<file path="config.mk">
export PLATFORM = sky130hd
export DESIGN_NAME = rmbd_front
export DESIGN_NICKNAME = d
export VERILOG_FILES = /design/src/rtl/rmbd_pkg.sv /design/src/rtl/rmbd_front.sv
export SDC_FILE = /design/constraint.sdc
export NUM_CORES = 1
export LEC_CHECK = 0
export ABC_AREA = 0
export BUFFER_PORTS_ARGS = -buffer_cell sky130_fd_sc_hd__clkbuf_2
export CORE_UTILIZATION = 40
export CTS_CLUSTER_DIAMETER = 200
export CTS_CLUSTER_SIZE = 12
export DETAILED_ROUTE_END_ITERATION = 10
export GPL_ROUTABILITY_DRIVEN = 0
export GPL_TIMING_DRIVEN = 0
export PLACE_DENSITY = 0.59
export RECOVER_POWER = 50
export SYNTH_ARGS = -nofsm -noshare
export SYNTH_HDL_FRONTEND = slang
export SYNTH_SLANG_ARGS = --single-unit
</file>
<file path="constraint.sdc">
create_clock -name clk_i -period 2.1 [get_ports clk_i]
set_input_delay 0.105 -clock clk_i [delete_from_list [all_inputs] [get_ports clk_i]]
set_output_delay 0.105 -clock clk_i [all_outputs]
set_load 0.02 [all_outputs]
</file>
<file path="src/rtl/rmbd_pkg.sv">
// rmbd_pkg: shared types and constants for the mipmap box downsampler.
// No dependencies.
`default_nettype none
package rmbd_pkg;

  localparam int unsigned MAX_LEVELS_DEF = 10;
  localparam int unsigned FIFO_DEPTH     = 4;
  localparam int unsigned CFG_IDX_W      = 2;
  localparam int unsigned CFG_DATA_W     = 4;

  localparam logic [CFG_IDX_W-1:0] CFG_LOG2_IMAGE_SIZE = 2'd0;
  localparam logic [CFG_IDX_W-1:0] CFG_LOG2_MIN_SIZE   = 2'd1;

  localparam logic [3:0] LOG2_IMAGE_SIZE_RST = 4'd10;
  localparam logic [3:0] LOG2_MIN_SIZE_RST   = 4'd0;

  typedef struct packed {
    logic [7:0] b;
    logic [7:0] g;
    logic [7:0] r;
  } pix_t;

  typedef struct packed {
    logic [3:0] level;
    pix_t       pix;
    logic       last;
  } res_t;

endpackage
`default_nettype wire

</file>
<file path="src/rtl/rmbd_front.sv">
// rmbd_front: accepts input pixels, drops them when no level is built,
// and queues the rest for the level engine. Uses rmbd_pkg.
`default_nettype none
module rmbd_front (
  input  wire logic          clk_i,
  input  wire logic          rst_ni,
  input  wire logic          in_valid_i,
  output logic               in_stall_o,
  input  wire rmbd_pkg::pix_t in_pix_i,
  input  wire logic [3:0]    nlev_i,
  output logic               q_valid_o,
  output rmbd_pkg::pix_t     q_pix_o,
  input  wire logic          q_pop_i
);
  import rmbd_pkg::*;

  localparam int unsigned PW = $clog2(FIFO_DEPTH);

  pix_t            mem_q [FIFO_DEPTH];
  logic [PW-1:0]   head_q, tail_q;
  logic [PW:0]     cnt_q;
  logic            push, pop;

  assign in_stall_o = (cnt_q == (PW+1)'(FIFO_DEPTH));
  assign push       = in_valid_i && !in_stall_o && (nlev_i != 4'd0);
  assign pop        = q_pop_i && q_valid_o;
  assign q_valid_o  = (cnt_q != '0);
  assign q_pix_o    = mem_q[head_q];

  always_ff @(posedge clk_i) begin
    if (push) mem_q[tail_q] <= in_pix_i;
  end

  always_ff @(posedge clk_i or negedge rst_ni) begin
    if (!rst_ni) begin
      head_q <= '0;
      tail_q <= '0;
      cnt_q  <= '0;
    end else begin
      if (push) tail_q <= tail_q + PW'(1);
      if (pop)  head_q <= head_q + PW'(1);
      if (push && !pop)      cnt_q <= cnt_q + (PW+1)'(1);
      else if (pop && !push) cnt_q <= cnt_q - (PW+1)'(1);
    end
  end
endmodule
`default_nettype wire

</file>
* Word-level counts from Yosys, hierarchy flattened
Memories as Yosys holds them, arrays and structs flattened.
Cells that the tools add are included.
** Word-level totals
- Bits in registers :: 7
- Memory bits (writable) :: 96
- Bits of input ports :: 32
- Output and inout port bits :: 26
- Word-level logic and storage cells :: 24
- Memories :: 1
** Memories
- mem_q :: depth 4, bits a word 24, rd ports 1, clocked after memory_dff 0, write ports 1, RTL line rmbd_front.sv:19 : pix_t mem_q [FIFO_DEPTH];
** Cells by class
- Add/sub/neg operators :: 4
- Eq/ne operators :: 1
- Mux-type cells :: 4
- Reductions and logical operators :: 11
** Operators with widths (number)
- 3-bit 2-to-1 mux :: 2
- 1-bit logical AND :: 5
- 2-bit by 1-bit adder with 2-bit output (second input constant) :: 2
- 4-bit nonzero test :: 1
- 3-bit by 1-bit adder with 3-bit output (second input constant) :: 1
- 3-bit equality test (second input constant) :: 1
- 1-bit zero test :: 3
- 3-bit nonzero test :: 1
- 3-bit by 1-bit subtractor with 3-bit output (second input constant) :: 1
- 1-bit 2-to-1 mux :: 2
- 2-bit nonzero test :: 1

* Logic depth before layout (Yosys ltp)
Gate-level depths: netlist of run 1.
- Word-level depth :: 8
- Mapped depth :: 8
- Gate-level depth less buffers :: 8

* Worst setup path after synthesis of run 1
Ideal clock, no wire load.
- Kind :: register -> register
- From :: register cnt_q[0]
- To :: register cnt_q[2]
- Library setup time :: 0.079 ns
- Data arrival time :: 2.037 ns
- Required time :: 2.021 ns
- Slack :: -0.016 ns
- Cell stages (with the launch flop) :: 9
- Buffers on the path :: 0
- Period minus slack after synthesis :: 2.116 ns
- Cell sequence :: dfrtp_1 -> or3_1 -> nand2_1 -> ha_1 -> inv_1 -> fa_1 -> xor2_1 -> nor2_1 -> xor2_1
** On the way
- Elaborated cells on any way between the ends :: 15
- Those cells by class :: add/sub (2); eq/ne (1); mux (2); reduce/logical (10)
** RTL lines
- start, declared :: RTL line rmbd_front.sv:21 : logic [PW:0] cnt_q;
- start signal, assigned :: RTL line rmbd_front.sv:42 : if (push && !pop) cnt_q <= cnt_q + (PW+1)'(1);
- start signal, assigned :: RTL line rmbd_front.sv:43 : else if (pop && !push) cnt_q <= cnt_q - (PW+1)'(1);
- 3-bit nonzero test (*) :: RTL line rmbd_front.sv:27 : assign q_valid_o = (cnt_q != '0);
- net q_valid_o :: RTL line rmbd_front.sv:11 : output logic q_valid_o,
- 1-bit logical AND (*) :: RTL line rmbd_front.sv:26 : assign pop = q_pop_i && q_valid_o;
- 1-bit zero test :: RTL line rmbd_front.sv:42
- 1-bit logical AND :: RTL line rmbd_front.sv:42
- 3-bit 2-to-1 mux or 2-bit nonzero test (tied branches)
The timed path passes the listed nets; every way through them passes the cells marked *. The select of a mux whose other input is x is not followed.
A chain may end at the register's enable or synchronous reset.

* Worst setup path after layout of run 1
- From :: register cnt_q[0]
- To :: register cnt_q[1]
** On the way
- Longest elaborated chain between the ends :: 7
- Elaborated cells on any way between the ends :: 15
- Those cells by class :: add/sub (2); eq/ne (1); mux (2); reduce/logical (10)
** Ends and longest elaborated chain
- 3-bit equality test (*) :: RTL line rmbd_front.sv:24 : assign in_stall_o = (cnt_q == (PW+1)'(FIFO_DEPTH));
- 1-bit zero test (*) :: RTL line rmbd_front.sv:25 : assign push = in_valid_i && !in_stall_o && (nlev_i != 4'd0);
- 1-bit logical AND (*) (2 in series) :: RTL line rmbd_front.sv:25
- net push :: RTL line rmbd_front.sv:22 : logic push, pop;
- 1-bit zero test :: RTL line rmbd_front.sv:43
- 1-bit logical AND :: RTL line rmbd_front.sv:43
- 2-bit nonzero test (no line)
Marks and branches as above.

==> impl_metrics.py, run 1 <==
metrics = {
    "sta": {
        "setup_slack_ns": 0.0854,
        "finalCritPeriodShare_pct": 95.9,
        "fin_tns_setup_ns": 0,
        "tightestPinTransition_ns": 0.683,
        "maxSlewHeadroom_pct": 54.5,
        "setup_viol": 0,
        "rsz0062_at_grt": "false",
        "hold_viol": 0,
        "clock_skew_ns": 0.0117,
        "period_minus_slack_ns": 2.01,
        "drv_slew": 0,
        "timing.fmax_mhz": 496,
    },
    "synthesis": {
        "synth_fp_nets": 199,
        "yosysUniqueCellTypes": 22,
        "ys_seq_elements": 103,
        "syn_inst": 161,
        "synth-edff-count": 96,
        "synthArstFlopShare_pct": 6.80,
        "avgSynthCellArea_sq_um": 24.4,
        "yosys_warnings": 0,
        "synthFlopType": "edfxtp_1",
        "ys_seq_area_share_pct": 77.8,
        "synth_area_sq_um": 3930,
    },
    "floorplan": {
        "rows": 35,
        "core-area_sq_um": 9370,
        "start_util_pct": 41.9,
        "dieArea_sq_um": 10200,
        "ios": 58,
        "fp.dieH_microns": 101,
        "die_w_microns": 101,
    },
    "power_and_ir_drop": {
        "internal_power_uw": 4260,
        "clkPwrFrac_pct": 18.2,
        "p_leak_uw": 0.00165,
        "max-vdd-ir-drop_mv": 0.610,
        "switching_share_pct": 33.3,
        "seq_power_share_pct": 44.3,
        "power_frac_comb_pct": 37.5,
        "switchingPower_uw": 2130,
        "power.total_uw": 6390,
        "p_per_area_nw_per_um2": 1310,
    },
    "clock_network": {
        "cts_buffers": 9,
        "cts.sinks": 103,
        "cts_tree": "done",
        "h-tree-depth": 3,
        "clk_pin_slew_ns": 0.10,
        "worstSkewPairLatency_ns": 0.36,
        "cts_root_buffer": "clkbuf_8",
        "cts_buffer_depth": 2,
    },
    "job": {
        "maxCapViolations": 0,
    },
    "global_route": {
        "grt_first_pass_wirelength_microns": 10400,
        "grt_pass1_vias": 1985,
        "grt_remaining_overflow": 0,
        "groute.usage.overall_pct": 14.2,
        "antenna_found_initial": 0,
        "grt_max_degree": 25,
    },
    "critical_path": {
        "path_max_fanout": 7,
        "r2r_start": "cnt_q[0]",
        "crit_start": "cnt_q[0]",
        "r2r.worst_path.cells": 7,
        "required_ns": 2.35,
        "crit_end": "cnt_q[1]",
        "r2r_end": "cnt_q[1]",
        "crit_type": "reg -> reg",
        "worstPathArrival_ns": 2.27,
        "cp-end-kind": "flop",
        "r2r_slack_ns": 0.09,
        "critPathLaunchType": "flop",
    },
    "place": {
        "port_buffers": 57,
        "pre_cts_ws_ns": 0.0103,
        "postPlaceCellArea_sq_um": 4380,
        "dp.final_hpwl_microns": 3990,
    },
    "final_layout": {
        "multi_input_area_sq_um": 826,
        "layout_common_cells": "edfxtp_1, clkbuf_1, dlygate4sd3_1, clkbuf_2, mux4_2",
        "register_area_sq_um": 3060,
        "final_cell_area_sq_um": 4860,
        "drive_gt1_share_pct": 34.0,
        "syn_to_final_growth_pct": 23.7,
        "nFillCells": 789,
        "fin_util_pct": 51.9,
        "layout.nets": 298,
        "layout_commonest_cell": "edfxtp_1",
        "n_antenna_cell": 0,
    },
    "drt": {
        "routed_wl_microns": 6730,
        "vias": 1890,
        "drt-pass1-iter-count": 4,
        "drc": 0,
        "drt.antenna.violating_nets": 0,
        "drtIter0Drc": 57,
        "wl_per_cell_microns": 17.1,
        "viasPerCell": 4.80,
    },
    "status": {
        "status": "completed",
    },
    "min_path": {
        "min_path_type": "in -> reg",
    },
}
-- what timing repair did --
item | in CTS | in global routing
endpoints found under the setup margin | 1 | 2
hold buffers | 26 | 0
gates resized for setup | 1 | 7
buffers inserted | 1 | 4
hold endpoints to repair | 104 | 0
pin swaps | 0 | 3
-- cell type report --
type / instances / area share (%)
plain buffers: 6 / 1.36
clock buffers: 10 / 2.83
clock inverters: 6 / 1.11
inverters: 3 / 0.232
multi-input cells: 49 / 17.0
flip-flops and latches: 103 / 63.0
well taps: 129 / 3.32
repair buffers: 88 / 11.2
-- state kept, by name, indices dropped and copies added (netlist names) --
| name | cells |
|---|---|
| head_q | 2 |
| mem_q | 96 |
| cnt_q | 3 |
| tail_q | 2 |
-- critical path: stages (launching register included) --
cell and delay, ns:
dfrtp_2 0.43, buf_4 0.14, nor3b_2 0.27, nor2_4 0.12, ha_4 0.19, inv_1 0.07, fa_2 0.43, mux2_2 0.26
-- cell usage after synthesis, types with 2 or more instances --
library cell | instances | area (sq um)
dfrtp_1 | 7 | 175
inv_1 | 3 | 11.3
ha_1 | 5 | 62.6
buf_2 | 3 | 15.0
buf_12 | 2 | 40.0
and2_2 | 4 | 30.0
xnor2_1 | 4 | 35.0
edfxtp_1 | 96 | 2880
mux4_1 | 2 | 52.6
mux4_2 | 22 | 495
xor2_1 | 2 | 17.5
-- logic make-up (layout without fill, tap and decap cells) --
logic type / count (synthesis) / in the layout / share of synthesized area [%]
AO/OA/AOI/OAI: 1 / 1 / 0.414
XOR/XNOR: 6 / 6 / 1.34
adder cells (fa/ha/maj): 6 / 6 / 2.10
buffers and inverters: 9 / 113 / 1.97
flip-flops: 103 / 103 / 77.8
multiplexers: 26 / 26 / 14.6
AND/OR/NAND/NOR: 10 / 10 / 1.72
-- metrics by stage --
stage	hold slack (ns)	instances
after floorplan	-0.191	161
after global placement	-0.0470	347
after detailed placement	-0.0427	347
after CTS	0.0768	390
after global routing	0.111	394
final	0.120	394
-- how the worst min path moves through the flow --
stage          cells after the start  startpoint        end  slack (ns)
4_1_cts                            2      rst_ni  head_q[1]        0.08
2_1_floorplan                      0      rst_ni   cnt_q[0]       -0.19
6_report                           4  in_valid_i  tail_q[0]        0.12
5_1_grt                            4  in_valid_i  tail_q[0]        0.11
3_5_place_dp                       1      rst_ni   cnt_q[2]       -0.04
3_3_place_gp                       1      rst_ni   cnt_q[2]       -0.05
-- per-layer routing --
layer	vias up	GRT usage (%)	part of all wire [%]
met3	7	5.13	4.7
li1	859	-	-
met4	0	4.01	0.85
met2	51	24.6	53
met1	973	16.8	42
met5	-	0	0
-- power groups by stage --
stage	combinational [uW]	clock [uW]	sequential, uW
final	2400	1160	2830
after global routing	2610	1270	2870
after CTS	2380	1210	2840
after detailed placement	2310	0	2890
after global placement	2280	0	2870
after floorplan	1670	0	2840
(Power assumes the default switching activity.)
==> inputs of run 2 (changes only) <==
BUFFER_PORTS_ARGS = -buffer_cell sky130_fd_sc_hd__buf_2   (was -buffer_cell sky130_fd_sc_hd__clkbuf_2)
==> impl_metrics.py, run 2 (synthesized netlist as in run 1, its figures left out) <==
metrics = {
    "status": {
        "status": "completed",
    },
    "final_layout": {
        "final_cell_area_sq_um": 4850,
        "layout_commonest_cell": "edfxtp_1",
        "largest_register_ffs": 96,
        "n_antenna_cell": 0,
        "layout.nets": 296,
        "register_area_sq_um": 3060,
        "syn_to_final_growth_pct": 23.5,
        "multi_input_area_sq_um": 832,
        "largest_register": "mem_q",
        "layout_common_cells": "edfxtp_1, clkbuf_1, buf_2",
        "nFillCells": 802,
        "largestRegisters": "mem_q (96), cnt_q (3)",
        "drive_gt1_share_pct": 33.6,
    },
    "floorplan": {
        "fp.dieH_microns": 101,
        "start_util_pct": 41.9,
        "rows": 35,
        "ios": 58,
        "dieArea_sq_um": 10200,
        "die_w_microns": 101,
        "core-area_sq_um": 9370,
    },
    "clock_network": {
        "cts_buffer_depth": 2,
        "cts_root_buffer": "clkbuf_8",
        "worstSkewPairLatency_ns": 0.36,
        "cts.sinks": 103,
        "cts_buffers": 9,
        "clk_pin_slew_ns": 0.09,
        "cts_tree": "done",
        "h-tree-depth": 3,
    },
    "job": {
        "maxCapViolations": 0,
    },
    "critical_path": {
        "crit_buf_inv": 2,
        "crit_type": "reg -> reg",
        "path_max_fanout": 7,
        "required_ns": 2.34,
        "cp_slowest_stage_delay_ns": 0.43,
        "cp-end-kind": "flop",
        "worstPathArrival_ns": 2.22,
        "worstPathCellList": "buf_4 -> nor3b_4 -> nor2_4 -> ha_4 -> inv_1 -> fa_2 -> mux2_2",
        "critPathLaunchType": "flop",
        "path_delay_family": "adder cells",
        "cpMaxStageDelayCell": "dfrtp_2",
    },
    "power_and_ir_drop": {
        "switching_share_pct": 32.7,
        "seq_power_share_pct": 44.0,
        "power_frac_comb_pct": 37.1,
        "clkPwrFrac_pct": 18.9,
        "internal_power_uw": 4340,
        "p_per_area_nw_per_um2": 1330,
        "max-vdd-ir-drop_mv": 0.664,
        "switchingPower_uw": 2100,
        "p_leak_uw": 0.00164,
    },
    "sta": {
        "timing.fmax_mhz": 505,
        "fin_tns_setup_ns": 0,
        "tightestPinTransition_ns": 0.709,
        "setup_viol": 0,
        "finalCritPeriodShare_pct": 94.3,
        "period_minus_slack_ns": 1.98,
        "clock_skew_ns": 0.0105,
        "maxSlewHeadroom_pct": 52.7,
        "drv_slew": 0,
        "hold_viol": 0,
        "rsz0062_at_grt": "false",
    },
    "global_route": {
        "groute.usage.overall_pct": 14.1,
        "grt_first_pass_wirelength_microns": 10200,
        "grt_pass1_vias": 1983,
        "antenna_found_initial": 0,
        "grt_remaining_overflow": 0,
        "grt_max_degree": 25,
    },
    "place": {
        "dp.final_hpwl_microns": 3800,
        "port_buffers": 57,
        "postPlaceCellArea_sq_um": 4380,
    },
    "drt": {
        "wl_per_cell_microns": 16.9,
        "vias": 1863,
        "drt-pass1-iter-count": 4,
        "routed_wl_microns": 6600,
        "drc": 0,
        "viasPerCell": 4.76,
        "drtIter0Drc": 71,
        "drt.antenna.violating_nets": 0,
    },
    "min_path": {
        "min_path_type": "in -> reg",
    },
}
-- run 2: cell count changes in the layout (fill, tap and decap cells not counted) --
| cell | before | now |
|---|---|---|
| buf_2 | 3 | 28 |
| clkinvlp_4 | 1 | 2 |
| clkbuf_8 | 10 | 9 |
| clkbuf_2 | 26 | 1 |
| clkinv_4 | 3 | 0 |
| bufinv_16 | 0 | 1 |
| clkinv_2 | 0 | 1 |
| dlygate4sd3_1 | 26 | 25 |
| nor3b_4 | 0 | 1 |
| buf_4 | 5 | 4 |
| nor3b_2 | 1 | 0 |
-- run 2: what timing repair did --
action,4_1_cts,5_1_grt
hold buffers,25,0
endpoints found under the hold margin,103,0
pin swaps,0,4
resized for setup,2,7
buffers inserted,1,3
endpoints found under the setup margin,1,10
-- run 2: worst reg2reg max path, cell delays in order (launching register included) --
cell	delay, ns
dfrtp_2	0.43
buf_4	0.14
nor3b_4	0.24
nor2_4	0.11
ha_4	0.18
inv_1	0.06
fa_2	0.43
mux2_2	0.28
-- run 2: power groups by stage --
| stage | Combinational [uW] | Clock (uW) | Sequential (uW) |
|---|---|---|---|
| floorplan | 1670 | 0 | 2840 |
| global placement | 2280 | 0 | 2870 |
| detailed placement | 2290 | 0 | 2890 |
| CTS | 2370 | 1250 | 2840 |
| global route | 2600 | 1330 | 2870 |
| finish | 2390 | 1220 | 2830 |
-- run 2: cell type report --
class,instances,area share (%)
inverters,3,0.232
clock buffers,9,2.55
flip-flops and latches,103,63.1
repair buffers,86,10.9
clock inverters,6,1.44
well taps,129,3.33
plain buffers,6,1.37
multi-input cells,49,17.1
-- run 2: worst paths after layout --
kind | cells after the start | startpoint | endpoint | slack, ns
min in group asynchronous | 2 | rst_ni | cnt_q[2] | 0.17
max in group asynchronous | 2 | rst_ni | cnt_q[1] | 1.61
setup / recovery | 7 | cnt_q[0] | cnt_q[1] | 0.12
hold / removal | 3 | q_pop_i | head_q[0] | 0.05
hold reg to reg | 1 | cnt_q[2] | cnt_q[2] | 0.51
setup reg to reg | 7 | cnt_q[0] | cnt_q[1] | 0.12
-- run 2: metrics by stage --
stage / worst slack, ns / cells / util (%) / hold slack [ns] / total power [uW]
CTS: 0.0122 / 388 / 51.6 / 0.0291 / 6460
global route: 0.0185 / 391 / 51.8 / 0.0190 / 6790
floorplan: 0.0447 / 161 / - / -0.191 / 4510
detailed placement: 0.00535 / 347 / 46.7 / -0.0509 / 5180
global placement: 0.0223 / 347 / 46.7 / -0.0515 / 5150
finish: 0.119 / 391 / 51.8 / 0.0462 / 6440
-- run 2: metal layers --
layer / vias to the layer above / track usage [%] / part of all wire (%)
met4: 0 / 3.68 / 0.52
li1: 852 / - / -
met5: - / 0 / 0
met3: 5 / 5.34 / 5.5
met1: 952 / 17.5 / 44
met2: 54 / 23.3 / 50
